[src/hdl/urp_pkg.sv]
// ----------------------------------------------------------------------------
// urp_pkg
// Shared types and constants for the update receiver protocol block.
// ----------------------------------------------------------------------------
`default_nettype none

package urp_pkg;

  localparam int unsigned CNT_W = 16;
  localparam int unsigned SEQ_W = 8;
  localparam int unsigned CFG_IDX_W = 2;

  // Reset values of the configuration registers.
  localparam logic [CNT_W-1:0] START_WAIT_RST  = 16'd3000;
  localparam logic [CNT_W-1:0] EXIT_WAIT_RST   = 16'd5000;
  localparam logic [CNT_W-1:0] RESEND_WAIT_RST = 16'd1000;

  typedef enum logic [CFG_IDX_W-1:0] {
    CFG_START_WAIT  = 2'd0,
    CFG_EXIT_WAIT   = 2'd1,
    CFG_RESEND_WAIT = 2'd2
  } cfg_idx_t;

  typedef enum logic [2:0] {
    PH_IDLE      = 3'd0,
    PH_STANDBY   = 3'd1,
    PH_RECEIVING = 3'd2,
    PH_FINISH    = 3'd3,
    PH_CANCEL    = 3'd4,
    PH_STOP      = 3'd5
  } phase_t;

  typedef enum logic [1:0] {
    SEND_START  = 2'd0,
    SEND_CONT   = 2'd1,
    SEND_CANCEL = 2'd2
  } send_code_t;

  typedef enum logic [1:0] {
    END_FINISHED = 2'd0,
    END_STOPPED  = 2'd1,
    END_TIMEOUT  = 2'd2
  } end_code_t;

  typedef enum logic [1:0] {
    FRM_DATA   = 2'd0,
    FRM_FINISH = 2'd1,
    FRM_CANCEL = 2'd2,
    FRM_UNDEF  = 2'd3
  } frame_kind_t;

  localparam logic CMD_TICK = 1'b0;
  localparam logic CMD_POLL = 1'b1;

  typedef struct packed {
    logic             command;
    logic             frame_ready;
    logic [1:0]       frame_kind;
    logic [SEQ_W-1:0] frame_seq;
    logic [7:0]       frame_len;
    logic             tx_ok;
  } in_item_t;

  typedef struct packed {
    logic       send_valid;
    logic [1:0] send_code;
    logic       start_event;
    logic       deliver_valid;
    logic [7:0] deliver_len;
    logic       end_valid;
    logic [1:0] end_code;
    logic       clear_rx;
    logic [2:0] phase_now;
  } out_item_t;

  // Reload values handed from the register file to the protocol core.
  typedef struct packed {
    logic [CNT_W-1:0] start_wait_reload;
    logic [CNT_W-1:0] exit_wait_reload;
    logic [CNT_W-1:0] resend_wait_reload;
  } cfg_t;

endpackage

`default_nettype wire

[src/hdl/urp_cfg_regs.sv]
// ----------------------------------------------------------------------------
// urp_cfg_regs
// Configuration register file holding the three timeout reload values.
// ----------------------------------------------------------------------------
`default_nettype none

module urp_cfg_regs (
  input  wire logic                             clk,
  input  wire logic                             rst_n,
  input  wire logic                             wr_en,
  input  wire logic [urp_pkg::CFG_IDX_W-1:0]    wr_index,
  input  wire logic [urp_pkg::CNT_W-1:0]        wr_data,
  output urp_pkg::cfg_t                         cfg
);

  urp_pkg::cfg_t cfg_r;
  urp_pkg::cfg_t cfg_nxt;

  always_comb begin
    cfg_nxt = cfg_r;
    if (wr_en) begin
      case (wr_index)
        urp_pkg::CFG_START_WAIT:  cfg_nxt.start_wait_reload  = wr_data;
        urp_pkg::CFG_EXIT_WAIT:   cfg_nxt.exit_wait_reload   = wr_data;
        urp_pkg::CFG_RESEND_WAIT: cfg_nxt.resend_wait_reload = wr_data;
        default: ; // Writes beyond the register list are dropped.
      endcase
    end
  end

  always_ff @(posedge clk) begin
    if (!rst_n) begin
      cfg_r.start_wait_reload  <= urp_pkg::START_WAIT_RST;
      cfg_r.exit_wait_reload   <= urp_pkg::EXIT_WAIT_RST;
      cfg_r.resend_wait_reload <= urp_pkg::RESEND_WAIT_RST;
    end else begin
      cfg_r <= cfg_nxt;
    end
  end

  assign cfg = cfg_r;

endmodule

`default_nettype wire

[src/hdl/urp_core.sv]
// ----------------------------------------------------------------------------
// urp_core
// Protocol state and the step logic: ticks count the timeouts down,
// polls advance the phase machine, gate requests and check frame order.
// ----------------------------------------------------------------------------
`default_nettype none

module urp_core (
  input  wire logic              clk,
  input  wire logic              rst_n,
  input  wire logic              step_en,
  input  wire urp_pkg::in_item_t item,
  input  wire urp_pkg::cfg_t     cfg,
  output urp_pkg::out_item_t     res
);

  urp_pkg::phase_t                 phase_r, phase_nxt;
  logic [urp_pkg::SEQ_W-1:0]       frame_cnt_r, frame_cnt_nxt;
  logic [urp_pkg::CNT_W-1:0]       start_wait_r, start_wait_nxt;
  logic [urp_pkg::CNT_W-1:0]       exit_wait_r, exit_wait_nxt;
  logic [urp_pkg::CNT_W-1:0]       resend_wait_r, resend_wait_nxt;
  logic                            send_permit_r, send_permit_nxt;

  // Next state of the phase machine and the counters.
  always_comb begin
    phase_nxt       = phase_r;
    frame_cnt_nxt   = frame_cnt_r;
    start_wait_nxt  = start_wait_r;
    exit_wait_nxt   = exit_wait_r;
    resend_wait_nxt = resend_wait_r;
    send_permit_nxt = send_permit_r;

    if (item.command == urp_pkg::CMD_TICK) begin
      if (resend_wait_r != '0) begin
        resend_wait_nxt = resend_wait_r - 1'b1;
        if (resend_wait_r == {{(urp_pkg::CNT_W-1){1'b0}}, 1'b1}) begin
          send_permit_nxt = 1'b1;
        end
      end
      if (start_wait_r != '0) start_wait_nxt = start_wait_r - 1'b1;
      if (exit_wait_r != '0)  exit_wait_nxt  = exit_wait_r - 1'b1;
    end else begin
      // Every phase that may send a request sends through the same gate.
      if ((phase_r == urp_pkg::PH_STANDBY || phase_r == urp_pkg::PH_RECEIVING ||
           phase_r == urp_pkg::PH_FINISH || phase_r == urp_pkg::PH_CANCEL) &&
          send_permit_r && item.tx_ok) begin
        resend_wait_nxt = cfg.resend_wait_reload;
        send_permit_nxt = 1'b0;
      end

      case (phase_r)
        urp_pkg::PH_IDLE: begin
          phase_nxt = urp_pkg::PH_STANDBY;
        end
        urp_pkg::PH_STANDBY, urp_pkg::PH_RECEIVING: begin
          if (item.frame_ready) begin
            send_permit_nxt = 1'b1;
            start_wait_nxt  = cfg.start_wait_reload;
            exit_wait_nxt   = cfg.exit_wait_reload;
            case (item.frame_kind)
              urp_pkg::FRM_DATA: begin
                if (item.frame_seq != frame_cnt_r) begin
                  phase_nxt = urp_pkg::PH_CANCEL;
                end else begin
                  if (phase_r == urp_pkg::PH_STANDBY &&
                      item.frame_seq == {{(urp_pkg::SEQ_W-1){1'b0}}, 1'b1}) begin
                    phase_nxt = urp_pkg::PH_RECEIVING;
                  end
                  frame_cnt_nxt = frame_cnt_r + 1'b1;
                end
              end
              urp_pkg::FRM_FINISH: phase_nxt = urp_pkg::PH_FINISH;
              urp_pkg::FRM_CANCEL: phase_nxt = urp_pkg::PH_CANCEL;
              default: ; // Undefined kind only restores the permit and reloads the counters.
            endcase
          end else if (phase_r == urp_pkg::PH_STANDBY) begin
            if (start_wait_r == '0) phase_nxt = urp_pkg::PH_STOP;
          end else if (exit_wait_r == '0) begin
            phase_nxt = urp_pkg::PH_CANCEL;
          end
        end
        urp_pkg::PH_CANCEL: begin
          phase_nxt = urp_pkg::PH_STOP;
        end
        urp_pkg::PH_FINISH, urp_pkg::PH_STOP: begin
          phase_nxt      = urp_pkg::PH_IDLE;
          start_wait_nxt = cfg.start_wait_reload;
          exit_wait_nxt  = cfg.exit_wait_reload;
          frame_cnt_nxt  = {{(urp_pkg::SEQ_W-1){1'b0}}, 1'b1};
        end
        default: ;
      endcase
    end
  end

  // Result of the step.
  always_comb begin
    res           = '0;
    res.phase_now = phase_nxt;
    if (item.command == urp_pkg::CMD_POLL) begin
      if (send_permit_r && item.tx_ok) begin
        case (phase_r)
          urp_pkg::PH_STANDBY: begin
            res.send_valid = 1'b1;
            res.send_code  = urp_pkg::SEND_START;
          end
          urp_pkg::PH_RECEIVING: begin
            res.send_valid = 1'b1;
            res.send_code  = (start_wait_r != '0) ? urp_pkg::SEND_CONT
                                                  : urp_pkg::SEND_START;
          end
          urp_pkg::PH_FINISH: begin
            res.send_valid = 1'b1;
            res.send_code  = urp_pkg::SEND_CONT;
          end
          urp_pkg::PH_CANCEL: begin
            res.send_valid = 1'b1;
            res.send_code  = urp_pkg::SEND_CANCEL;
          end
          default: ;
        endcase
      end

      case (phase_r)
        urp_pkg::PH_STANDBY, urp_pkg::PH_RECEIVING: begin
          if (item.frame_ready && item.frame_kind == urp_pkg::FRM_DATA &&
              item.frame_seq == frame_cnt_r) begin
            res.deliver_valid = 1'b1;
            res.deliver_len   = item.frame_len;
            res.start_event   = (phase_r == urp_pkg::PH_STANDBY) &&
                (item.frame_seq == {{(urp_pkg::SEQ_W-1){1'b0}}, 1'b1});
          end else if (!item.frame_ready && phase_r == urp_pkg::PH_STANDBY &&
                       start_wait_r == '0) begin
            res.end_valid = 1'b1;
            res.end_code  = urp_pkg::END_TIMEOUT;
          end
        end
        urp_pkg::PH_FINISH: begin
          res.end_valid = 1'b1;
          res.end_code  = urp_pkg::END_FINISHED;
          res.clear_rx  = 1'b1;
        end
        urp_pkg::PH_STOP: begin
          res.end_valid = 1'b1;
          res.end_code  = urp_pkg::END_STOPPED;
          res.clear_rx  = 1'b1;
        end
        default: ;
      endcase
    end
  end

  always_ff @(posedge clk) begin
    if (!rst_n) begin
      phase_r       <= urp_pkg::PH_IDLE;
      frame_cnt_r   <= {{(urp_pkg::SEQ_W-1){1'b0}}, 1'b1};
      start_wait_r  <= urp_pkg::START_WAIT_RST;
      exit_wait_r   <= urp_pkg::EXIT_WAIT_RST;
      resend_wait_r <= '0;
      send_permit_r <= 1'b1;
    end else if (step_en) begin
      phase_r       <= phase_nxt;
      frame_cnt_r   <= frame_cnt_nxt;
      start_wait_r  <= start_wait_nxt;
      exit_wait_r   <= exit_wait_nxt;
      resend_wait_r <= resend_wait_nxt;
      send_permit_r <= send_permit_nxt;
    end
  end

endmodule

`default_nettype wire

[src/hdl/update_receiver_protocol_fsm.sv]
// ----------------------------------------------------------------------------
// update_receiver_protocol_fsm
// Receiver side of a firmware-download handshake: phase machine, frame
// sequence check, gated request generation and timeout countdowns.
// ----------------------------------------------------------------------------
//
//  Channel   Direction  Handshake             Payload
//  in_       input      in_valid / in_ready   in_data   (urp_pkg::in_item_t)
//  out_      output     out_valid / out_ready out_data  (urp_pkg::out_item_t)
//  cfg_      input      cfg_valid / cfg_ready cfg_index, cfg_data
//
// An item passes from the input register through the step logic into the
// result register; the step logic and the state registers update in the
// same cycle, so one item is accepted every cycle while the result side
// keeps taking. A stalled result register holds the input register, which
// then holds the input channel. Reset is synchronous and active low; it
// empties both stages and loads the reload values and the protocol state
// with their reset values. The configuration port always accepts a transfer.
// ----------------------------------------------------------------------------
`default_nettype none

module update_receiver_protocol_fsm (
  input  wire logic                           clk,
  input  wire logic                           rst_n,
  input  wire logic                           in_valid,
  output      logic                           in_ready,
  input  wire urp_pkg::in_item_t              in_data,
  output      logic                           out_valid,
  input  wire logic                           out_ready,
  output urp_pkg::out_item_t                  out_data,
  input  wire logic                           cfg_valid,
  output      logic                           cfg_ready,
  input  wire logic [urp_pkg::CFG_IDX_W-1:0]  cfg_index,
  input  wire logic [urp_pkg::CNT_W-1:0]      cfg_data
);

  urp_pkg::cfg_t      cfg;
  urp_pkg::in_item_t  in_item_r;
  logic               in_vld_r, in_vld_nxt;
  urp_pkg::out_item_t step_res;
  urp_pkg::out_item_t out_item_r;
  logic               out_vld_r, out_vld_nxt;
  logic               step_en;

  // Reload values may be written at any time the block is idle.
  assign cfg_ready = 1'b1;

  urp_cfg_regs u_cfg_regs (
    .clk      (clk),
    .rst_n    (rst_n),
    .wr_en    (cfg_valid && cfg_ready),
    .wr_index (cfg_index),
    .wr_data  (cfg_data),
    .cfg      (cfg)
  );

  // The held item steps whenever the result register is free or is being
  // emptied in this same cycle.
  assign step_en  = in_vld_r && (!out_vld_r || out_ready);
  assign in_ready = !in_vld_r || step_en;

  always_comb begin
    in_vld_nxt = in_vld_r;
    if (in_ready) begin
      in_vld_nxt = in_valid;
    end
  end

  always_comb begin
    out_vld_nxt = out_vld_r;
    if (step_en) begin
      out_vld_nxt = 1'b1;
    end else if (out_ready) begin
      out_vld_nxt = 1'b0;
    end
  end

  urp_core u_core (
    .clk     (clk),
    .rst_n   (rst_n),
    .step_en (step_en),
    .item    (in_item_r),
    .cfg     (cfg),
    .res     (step_res)
  );

  always_ff @(posedge clk) begin
    if (!rst_n) begin
      in_vld_r  <= 1'b0;
      out_vld_r <= 1'b0;
    end else begin
      in_vld_r  <= in_vld_nxt;
      out_vld_r <= out_vld_nxt;
    end
  end

  // Payload registers carry no reset.
  always_ff @(posedge clk) begin
    if (in_ready && in_valid) begin
      in_item_r <= in_data;
    end
    if (step_en) begin
      out_item_r <= step_res;
    end
  end

  assign out_valid = out_vld_r;
  assign out_data  = out_item_r;

endmodule

`default_nettype wire

[config.mk]
export PLATFORM = sky130hd
export DESIGN_NAME = update_receiver_protocol_fsm
export DESIGN_NICKNAME = d
export VERILOG_FILES = /design/src/hdl/urp_pkg.sv /design/src/hdl/urp_cfg_regs.sv /design/src/hdl/urp_core.sv /design/src/hdl/update_receiver_protocol_fsm.sv
export SDC_FILE = /design/constraint.sdc
export NUM_CORES = 1
export LEC_CHECK = 0
export ABC_CLOCK_PERIOD_IN_PS = 7850
export BUFFER_PORTS_ARGS = -buffer_cell sky130_fd_sc_hd__buf_2
export CELL_PAD_IN_SITES_DETAIL_PLACEMENT = 1
export CELL_PAD_IN_SITES_GLOBAL_PLACEMENT = 1
export CORE_MARGIN = 4
export CORE_UTILIZATION = 48
export DETAILED_ROUTE_END_ITERATION = 10
export PLACE_DENSITY = 0.89
export SYNTH_ARGS = -nofsm -noshare
export SYNTH_HDL_FRONTEND = slang
export SYNTH_SLANG_ARGS = --single-unit
[constraint.sdc]
create_clock -name clk -period 7.85 [get_ports clk]
set_input_delay 2.355 -clock clk [delete_from_list [all_inputs] [get_ports clk]]
set_output_delay 2.355 -clock clk [all_outputs]
set_load 0.005 [all_outputs]
After elaboration in Yosys (flattened, before gate mapping)
Cells that the tools add are included.
W data, S select, Z words.
{"block": "totals", "reg_bits": 151, "output_inout_bits": 23}
{"block": "op_classes", "add_sub_neg": 4, "n_eq_ne": 19, "muxes": 39, "reduce_logical": 45}
{"operator": "$mux W16", "n": 9}
{"operator": "$pmux W16 S2", "n": 2}
{"operator": "$reduce_bool A16 Y1", "n": 3}
{"operator": "$sub A16 B1 Y16 const B", "n": 3}
{"operator": "$logic_not A16 Y1", "n": 2}
{"operator": "$mux W3", "n": 9}
{"operator": "$mux W8", "n": 3}
{"operator": "$pmux W3 S4", "n": 2}
{"operator": "$pmux W3 S3", "n": 2}
{"operator": "$eq A16 B1 Y1 const B", "n": 1}
{"operator": "$pmux W8 S2", "n": 1}
{"operator": "$reduce_bool A2 Y1", "n": 6}
{"operator": "$logic_and A1 B1 Y1", "n": 10}
{"operator": "$mux W1", "n": 10}
{"operator": "$reduce_and A2 Y1", "n": 5}
{"operator": "$mux W9", "n": 1}
{"operator": "$reduce_and A3 Y1", "n": 3}
{"operator": "$add A8 B1 Y8 const B", "n": 1}
{"operator": "$eq A8 B1 Y1 const B", "n": 1}
{"operator": "$eq A8 B8 Y1", "n": 1}
{"operator": "$ne A8 B8 Y1", "n": 1}
{"operator": "$reduce_and A4 Y1", "n": 2}
{"operator": "$eq A3 B2 Y1 const B", "n": 2}
{"operator": "$eq A3 B3 Y1 const B", "n": 2}
{"operator": "13 further kinds", "n": 25}

Logic depth before layout (Yosys ltp)
Gate-level depths: netlist of the first run.
{"block": "logic_depth", "word_depth": 10, "ltp_mapped": 8}

Hierarchy
Synthesis of the first run repeated with hierarchy kept, for this count alone.
{"block": "unflattened", "cells_unflattened": 833, "hier_area_um2": 7692.4}
{"mod": "urp_core", "instances": 1, "cells_per_inst": 600, "area_per_inst_um2": 4451.8}
{"mod": "urp_cfg_regs", "instances": 1, "cells_per_inst": 181, "area_per_inst_um2": 1894.3}
{"mod": "update_receiver_protocol_fsm", "instances": 1, "cells_per_inst": 52, "area_per_inst_um2": 1346.3}

Least setup slack after synthesis of the first run
OpenSTA, ideal clock, no wires.
{"block": "synth_timing", "path_kind": "input -> output", "startpoint": "input out_ready", "endpoint": "output in_ready", "t_arrival_ps": 2623, "slack_ps": 2872, "stages": 2, "n_path_buf": 0, "path_cell_list": "nor2b_1 > nand2_1"}
{"block": "synth_between", "elab_chain_cells": 3}
{"item": "start: declaration", "line": "update_receiver_protocol_fsm.sv:29", "text": "input wire logic out_ready,"}
{"item": "$logic_or A1 B1 Y1", "line": "update_receiver_protocol_fsm.sv:59", "text": "assign step_en = in_vld_r && (!out_vld_r || out_ready);"}
{"item": "$logic_and A1 B1 Y1", "line": "update_receiver_protocol_fsm.sv:59"}
{"item": "$logic_or A1 B1 Y1", "line": "update_receiver_protocol_fsm.sv:60", "text": "assign in_ready = !in_vld_r || step_en;"}
{"item": "end: declaration", "line": "update_receiver_protocol_fsm.sv:26", "text": "output logic in_ready,"}
No other way between the ends.

Final worst setup path of the first run
Same ends and word-level chain as after synthesis.

==> results by group, run 1 <==
STA
  – Count of pins over their slew limit: 0
  – Final period demand of the worst path: 5280 ps
  – Setup Skew: 6.86 ps
  – Count of final setup violators: 0
  – Slew @ Worst Pin: 1150 ps
  – Unrepaired setup endpoints after global routing: no
  – Period utilisation layout: 67.2%
  – Slew HR: 23.3%
  – Final hold vios: 0
  – F_max: 189 MHz
  – Fin Setup TNS: 0 ps

Placed design
  – Area after DPL: 0.00768 sq mm
  – Final Wtd Congestion: 0.789
  – Port buffer count: 65
  – DP HPWL: 13900 um

Power and ir drop
  – Net Switching: 0.000506 W
  – Comb pwr share: 12.5%
  – PwrDens: 233 mW/mm^2
  – Sw frac: 26.2%
  – Leak: 3.05 nW
  – Clock share of power: 43.0%
  – Sequential power share: 44.5%
  – Power Internal: 0.00142 W
  – Worst vdd ir: 0.159 mV

Layout
  – Fraction of layout instances using a drive strength above 1: 14.0%
  – Area of the multi-input gates: 0.00358 sq mm
  – Storage cell area: 0.00343 sq mm
  – Final net count: 958
  – Fill count: 1797
  – Design area: 0.00829 sq mm
  – Synth-to-Final Area Change: 13.3%
  – Diode count: 0

Logic synthesis
  – Synthesized cell area: 0.00731 sq mm
  – Largest cells by area after synthesis: dfxtp_1 (30%), edfxtp_1 (17%), nand2_1 (8.7%)
  – Seq/Total Area, Yosys: 46.9%
  – Top cell type's share of synthesized area: 30.1%
  – Count leader, synth: nand2_1
  – Post-synthesis cell count: 876
  – #FFs+latches synth: 151
  – Number of synthesized flops with an enable pin: 41
  – Top cell type by total area after synthesis: dfxtp_1
  – Synth unique cells: 73
  – Synth cell count leaders: nand2_1 (170), dfxtp_1 (110), a21oi_1 (89)
  – YS warnings: 0
  – Syn_nets: 925
  – Async SR Flop Fraction: 0%
  – Syn_area_per_cell: 8.35 sq um
  – Top_reg_cell synth: dfxtp_1

Floorplan
  – Chip height: 131 um
  – Core area: 0.0148 sq mm
  – I/O pin cnt: 67
  – Die area: 0.0173 sq mm
  – Row count: 44
  – Die Span X: 131 um
  – Initial core utilization: 49.6%

Route
  – Drt wl/cell: 19.1 um
  – Vias per cell: 6.15
  – Total Routed Length: 21100 um
  – # DRC: 0
  – Initial DRC Count: 651
  – Routed Antenna Nets: 0
  – DR pass1 iterations: 4
  – Via Count: 6806

GRT
  – Residual overflow from global routing: 0
  – Antenna violations before repair: 0
  – First-pass GRT wire length: 34700 um
  – Total Routing Usage GR: 24.4%
  – Largest net degree at the start of global routing: 75
  – Vias in the first global route: 6880

CTS
  – Clock Pin Slew Worst Setup and Hold Paths: 60 ps
  – Clock Tree Buf Depth: 2
  – TritonCTS Buffers: 17
  – Worst skew pair latency: 430 ps
  – Clock sinks: 151
  – CTS tree: done
  – Post CTS Setup Buffer Count: 0
  – Hold_buf cts: 0
  – # H-tree levels: 4
  – Root Driver: clkbuf_16
  – CTS resizes: 0

Worst setup path
  – Worst-path cell chain: buf_2, nor2b_1, nand2_1, buf_2
  – Max Fanout on Critical Path: 4
  – Worst path slowest cell: nor2b_1
  – Most used cell, CP: buf_2
  – Worst path max stage delay: 220 ps
  – Family with the most delay on the worst path: simple AND/OR/NAND/NOR gates
  – Reg2reg setup slack: 4320 ps
  – Buf/Inv on CP: 2
  – Arr. time, crit path: 2920 ps
  – Critical path type: in2out
  – Crit start category: input pin
  – Critical Path RT: 5500 ps
  – CP endpoint kind: output pin

Worst hold path
  – Worst hold path type: reg2reg

Outcome
  – Status: finished clean

Run
  – Max-cap violations: 0
tightest hold or removal path: stages (launching register included):
cell and delay (ps):
dfxtp_1 310, nand2_1 50, a21oi_1 50
flip-flops by register name, summed over array words and instances (netlist names):
name,count
u_core.phase_r,3
u_core.send_permit_r,1
out_data,20
u_core.frame_cnt_r,8
u_core.exit_wait_r,16
u_core.start_wait_r,16
in_item_r,21
u_cfg_regs.cfg,48
u_core.resend_wait_r,16
out_valid,1
in_vld_r,1
layout by cell type (no fill, tap or decap), drive strengths merged, types with 7 or more instances in the layout:
cell / instances
nand2: 170
o2111ai: 9
nor4: 17
inv: 20
nand2b: 9
and2: 12
a31oi: 7
or3: 8
xor2: 8
nand4: 8
nand3: 38
clkbuf: 23
or4: 12
o21ai: 66
buf: 71
edfxtp: 41
o31ai: 10
nor2: 61
a21oi: 90
nor3: 25
dfxtp: 110
per-stage QoR:
| step | worst slack [ps] | hold slack, ps | power (W) | util, % | instances |
|---|---|---|---|---|---|
| 6_report | 2570 | 456 | 0.00193 | 56.2 | 1106 |
| 3_3_place_gp | 2620 | 441 | 0.00110 | 52.1 | 1074 |
| 2_1_floorplan | 2870 | 431 | 0.00104 | - | 876 |
| 3_5_place_dp | 2580 | 447 | 0.00111 | 52.1 | 1074 |
| 5_1_grt | 2510 | 469 | 0.00201 | 56.2 | 1106 |
| 4_1_cts | 2560 | 456 | 0.00194 | 56.2 | 1106 |
final timing paths:
check | startpoint | endpoint | cells after the start
setup / recovery | out_ready | in_ready | 4
hold reg to reg | u_cfg_regs.cfg[16] | u_cfg_regs.cfg[16] | 2
hold / removal | u_cfg_regs.cfg[16] | u_cfg_regs.cfg[16] | 2
setup reg to reg | in_item_r[20] | u_core.resend_wait_r[0] | 7
routing by layer:
| metal | up-vias | GRT usage [%] | wire (um) |
|---|---|---|---|
| li1 | 3243 | - | - |
| met1 | 3376 | 31.5 | 9410 |
| met2 | 161 | 41.2 | 10400 |
| met3 | 26 | 4.85 | 939 |
| met4 | 0 | 8.23 | 385 |
| met5 | - | 0 | 0 |
power by group through the flow:
stage	clock [W]	combinational (W)	sequential, W
floorplan	0	0.000174	0.000865
global placement	0	0.000231	0.000872
detailed placement	0	0.000238	0.000874
CTS	0.000839	0.000241	0.000857
global route	0.000876	0.000268	0.000861
finish	0.000829	0.000241	0.000857
cells by family (layout without fill, tap and decap cells):
family,Yosys count,after routing,share of synthesized area [%]
xor+xnor,9,9,1.08
buf+inv,76,122,4.23
compound gates,242,242,21.0
other cells,1,1,0.0513
fa+ha+maj,5,5,0.855
simple gates,389,389,25.4
flops,151,151,46.9
mux,3,3,0.411
cell type report:
class,count,area share [%]
Clock buffer,23,6.29
Clock inverter,9,1.04
Inverter,19,0.860
Multi-Input combinational cell,649,43.1
Sequential cell,151,41.4
Tap cell,184,2.78
Timing Repair Buffer,71,4.47
(Power assumes the default switching activity.)
==> run 2: changes to the inputs <==
Settings changed: ABC_CLOCK_PERIOD_IN_PS 7850 to 4300, CORE_UTILIZATION 48 to 41, PLACE_DENSITY 0.89 to 0.82.
Clock period 7.85 ns to 4.3 ns, I/O delays scaled along.
==> results by group, run 2 (same netlist as run 1, synthesis figures left out) <==
Layout
  – Commonest non-fill, non-tap cells in the layout: nand2_1 (170), dfxtp_1 (110), a21oi_1 (89), buf_2 (65), nor2_1 (61)
  – Final net count: 961
  – Synth-to-Final Area Change: 14.8%
  – Fraction of layout instances using a drive strength above 1: 14.3%
  – Diode count: 0
  – Max reg flops: 48
  – Design area: 0.00840 sq mm
  – Most common cell after layout, fill and taps aside: nand2_1

GRT
  – Total Routing Usage GR: 21.9%
  – Antenna violations before repair: 0
  – Met1 global-route usage: 29.4%
  – Largest net degree at the start of global routing: 79
  – Most Crowded Layer GR: met2
  – Residual overflow from global routing: 0
  – Met2 usage: 36.3%
  – Vias in the first global route: 6624
  – First-pass GRT wire length: 35400 um
  – Met3 GRT Util: 4.45%

STA
  – Count of final setup violators: 0
  – Fin Setup TNS: 0 ps
  – Period utilisation layout: 73.0%
  – Count of pins over their slew limit: 0
  – Slew @ Worst Pin: 1000 ps
  – Slew HR: 32.9%
  – Final period demand of the worst path: 3140 ps
  – Final hold vios: 0
  – Unrepaired setup endpoints after global routing: no
  – F_max: 319 MHz
  – Setup Skew: 10.5 ps

Floorplan
  – I/O pin cnt: 67
  – Row count: 48
  – Core area: 0.0174 sq mm
  – Initial core utilization: 42.0%
  – Die Span X: 142 um
  – Die area: 0.0200 sq mm
  – Chip height: 142 um

Worst setup path
  – Worst r2r dst: out_data[13]
  – Buf/Inv on CP: 2
  – Worst-path cell chain: buf_2, nor2b_1, nand2_1, buf_2
  – Crit Reg-Reg Startpoint: u_core.frame_cnt_r[3]
  – Critical path type: in2out
  – CP endpoint kind: output pin
  – Arr. time, crit path: 1850 ps
  – Number of cells on the critical path: 4
  – Worst path slowest cell: nor2b_1
  – Reg2reg setup slack: 1170 ps
  – Worst path max stage delay: 220 ps
  – CP Launch Point: out_ready
  – Critical Path RT: 3010 ps
  – Max Fanout on Critical Path: 4
  – Most used cell, CP: buf_2
  – Crit start category: input pin
  – R2R depth: 5
  – Family with the most delay on the worst path: simple AND/OR/NAND/NOR gates

Worst hold path
  – Min-delay src: u_cfg_regs.cfg[20]
  – Worst hold path type: reg2reg
  – Hold Path Stages: 2
  – Worst Hold Endpoint: u_cfg_regs.cfg[20]

CTS
  – CTS tree: done
  – Root Driver: clkbuf_16
  – # H-tree levels: 4
  – CTS resizes: 0
  – Hold_buf cts: 0
  – Clock sinks: 151
  – Post CTS Setup Buffer Count: 0
  – Clock Pin Slew Worst Setup and Hold Paths: 60 ps
  – Clock Tree Buf Depth: 2
  – Worst skew pair latency: 430 ps
  – TritonCTS Buffers: 17

Run
  – Max-cap violations: 0

Route
  – Initial DRC Count: 445
  – Routed Antenna Nets: 0
  – Vias per cell: 5.83
  – Drt wl/cell: 18.7 um
  – DR pass1 iterations: 5
  – Total Routed Length: 21500 um
  – # DRC: 0
  – Via Count: 6705

Placed design
  – DP HPWL: 14600 um
  – Area after DPL: 0.00775 sq mm
  – Port buffer count: 65
  – Final Wtd Congestion: 0.806

Power and ir drop
  – PwrDens: 431 mW/mm^2
  – Leak: 3.08 nW
  – Worst vdd ir: 0.276 mV

Outcome
  – Status: finished clean
[run 2: stage by stage]
stage	utilization [%]	total power, W	setup slack, ps	hold WS (ps)	cells
final	48.2	0.00362	1160	458	1150
after global routing	48.2	0.00378	796	475	1150
after CTS	48.2	0.00365	1150	457	1150
after detailed placement	44.5	0.00204	1030	447	1118
after global placement	44.5	0.00202	1100	439	1118
after floorplan	-	0.00190	987	431	876
[run 2: worst max-delay path by stage]
stage                                    endpoint  slack, ps
final                                    in_ready       1160
after global routing                 out_data[13]        800
after CTS                                in_ready       1150
after detailed placement  u_core.resend_wait_r[0]       1030
after global placement    u_core.resend_wait_r[0]       1100
after floorplan           u_core.resend_wait_r[0]        990
[run 2: area by class of cell]
cell class              instances  area [sq um]
fillers                      2103          9020
multi-input cells             649          3580
flip-flops and latches        151          3430
clock buffers                  20           489
repair buffers                 74           393
well taps                     225           282
clock inverters                12           151
inverters                      19          71.3
[run 2: per-layer routing]
layer / vias up / share of wire (%)
met5: - / 0
met2: 139 / 49
li1: 3257 / -
met4: 0 / 1.3
met1: 3284 / 46
met3: 25 / 4.0
[run 2: tightest hold or removal path: stages (launching register included)]
cell and delay (ps):
dfxtp_1 310, nand2_1 50, a21oi_1 50
[run 2: power breakdown]
| group | internal [W] | total, W | switching (W) |
|---|---|---|---|
| Clock | 0.000959 | 0.00161 | 0.000646 |
| Sequential | 0.00152 | 0.00157 | 0.0000480 |
| Combinational | 0.000164 | 0.000445 | 0.000281 |
==> run 3: changes to the inputs <==
Settings changed: ABC_CLOCK_PERIOD_IN_PS 4300 to 2500.
Clock period 4.3 ns to 2.5 ns, I/O delays scaled along.
==> results by group, run 3 (same netlist as run 1, synthesis figures left out) <==
Worst hold path
  – Worst hold path type: reg2reg
  – Hold Path Stages: 2
  – Min-delay src: u_cfg_regs.cfg[31]
  – Worst Hold Endpoint: u_cfg_regs.cfg[31]

Layout
  – Fill count: 2106
  – Max reg flops: 48
  – Diode count: 0
  – Layout Cells excl Fill: 1183
  – Most common cell after layout, fill and taps aside: nand2_1
  – Final net count: 995
  – Storage cell area: 0.00343 sq mm
  – Area of the multi-input gates: 0.00358 sq mm
  – Synth-to-Final Area Change: 17.6%
  – Commonest non-fill, non-tap cells in the layout: nand2_1 (170), dfxtp_1 (110), a21oi_1 (89), buf_2 (65), nor2_1 (61)
  – Fraction of layout instances using a drive strength above 1: 17.5%

Worst setup path
  – Max Fanout on Critical Path: 17
  – Buf/Inv on CP: 2
  – Critical path type: reg2reg
  – Family with the most delay on the worst path: simple AND/OR/NAND/NOR gates
  – Crit start category: flip-flop
  – Worst r2r dst: u_core.resend_wait_r[0]
  – Reg2reg setup slack: 130 ps
  – Worst path slowest cell: or3b_2
  – Worst path max stage delay: 500 ps
  – CP endpoint kind: flip-flop
  – Worst-path cell chain: inv_2, ha_1, or3b_2, or4_4, o211a_1, buf_4, o21ai_0, a221oi_2
  – Critical Path RT: 2810 ps
  – Arr. time, crit path: 2680 ps
  – Crit Reg-Reg Startpoint: u_core.resend_wait_r[0]
  – R2R depth: 8

Placed design
  – Port buffer count: 65
  – Dpl cells: 1151
  – Final Wtd Congestion: 0.836
  – DP HPWL: 15000 um

Power and ir drop
  – Worst vdd ir: 0.476 mV
  – Leak: 3.21 nW
  – PwrDens: 689 mW/mm^2

CTS
  – # H-tree levels: 4
  – Hold_buf cts: 0
  – Clock sinks: 151
  – CTS tree: done
  – Root Driver: clkbuf_16
  – Worst skew pair latency: 430 ps
  – Clock Tree Buf Depth: 2
  – Clock Pin Slew Worst Setup and Hold Paths: 60 ps
  – TritonCTS Buffers: 17

Route
  – Drt wl/cell: 18.7 um
  – Vias per cell: 5.85
  – DR pass1 iterations: 5
  – Total Routed Length: 22100 um
  – Initial DRC Count: 508
  – Via Count: 6925
  – # DRC: 0
  – Routed Antenna Nets: 0

Floorplan
  – Die Span X: 142 um
  – Die area: 0.0200 sq mm
  – Chip height: 142 um
  – Core area: 0.0174 sq mm
  – Initial core utilization: 42.0%
  – I/O pin cnt: 67
  – Row count: 48

STA
  – Fin Setup TNS: 0 ps
  – Count of pins over their slew limit: 0
  – Setup Skew: 15.0 ps
  – Final hold vios: 0
  – Period utilisation layout: 95.0%
  – Final period demand of the worst path: 2370 ps
  – Slew @ Worst Pin: 1020 ps
  – Fin Hold WS: 454 ps
  – Slew HR: 32.3%
  – Unrepaired setup endpoints after global routing: no
  – F_max: 421 MHz
  – Count of final setup violators: 0

GRT
  – Residual overflow from global routing: 0
  – First-pass GRT wire length: 35800 um
  – Largest net degree at the start of global routing: 78
  – Total Routing Usage GR: 22.2%
  – Antenna violations before repair: 0
  – Vias in the first global route: 6912

Run
  – Max-cap violations: 0

Outcome
  – Status: finished clean
-- run 3: cell types whose count changed in the layout (fill, tap and decap cells not counted), sizes merged --
cell / change
inv: -4
buf: +34
bufinv: -2
clkinvlp: +1
clkinv: +4
-- run 3: area by class of cell --
type | count | area share (%)
timing repair buffer | 108 | 8.02
inverter | 19 | 0.829
multi-input combinational | 649 | 41.7
tap | 225 | 3.27
clock buffer | 20 | 5.43
clock inverter | 11 | 0.844
sequential | 151 | 39.9
-- run 3: report_power, final --
| group | leakage (nW) | total (W) | switching (W) | internal (W) |
|---|---|---|---|---|
| clock network | 0.269 | 0.00240 | 0.00106 | 0.00134 |
| registers | 1.29 | 0.00269 | 0.0000772 | 0.00261 |
| logic | 1.65 | 0.000839 | 0.000498 | 0.000341 |
| total | 3.21 | 0.00593 | 0.00164 | 0.00429 |
-- run 3: worst max-delay path by stage --
stage	cells after the start	slack (ps)	startpoint	endpoint
2_1_floorplan	8	160	u_core.exit_wait_r[0]	u_core.exit_wait_r[15]
3_3_place_gp	7	110	u_core.exit_wait_r[0]	u_core.exit_wait_r[1]
3_5_place_dp	7	40	u_core.exit_wait_r[0]	u_core.exit_wait_r[8]
4_1_cts	7	40	u_core.exit_wait_r[0]	u_core.exit_wait_r[8]
5_1_grt	8	30	u_core.resend_wait_r[0]	u_core.resend_wait_r[0]
6_report	8	130	u_core.resend_wait_r[0]	u_core.resend_wait_r[0]
-- run 3: timing repair --
action / 4_1_cts / 5_1_grt
setup endpoints to repair: 0 / 19
buffers inserted: 0 / 1
endpoints found under the hold margin: 0 / 0
resized for setup: 0 / 5
-- run 3: metrics by stage --
stage	util [%]	setup slack (ps)	power, W	cell area [sq um]
CTS	49.3	35.1	0.00598	8580
global placement	46.2	109	0.00354	8040
detailed placement	46.2	42.0	0.00357	8040
floorplan	-	156	0.00326	7310
global route	49.4	25.7	0.00620	8600
finish	49.4	126	0.00593	8600
-- run 3: routing by layer --
layer	track usage, %	part of all wire [%]	up-vias	wire (um)
li1	-	-	3317	-
met1	29.0	44	3402	9770
met2	37.2	49	173	10700
met3	4.11	5.2	33	1150
met4	7.07	1.9	0	424
met5	0	0	-	0
-- run 3: worst min-delay path, delay by kind of cell (launching register included) --
kind | cells | cell delay, ps
AND/OR/NAND/NOR | 1 | 50
AO/OA/AOI/OAI | 1 | 50
flip-flops | 1 | 310
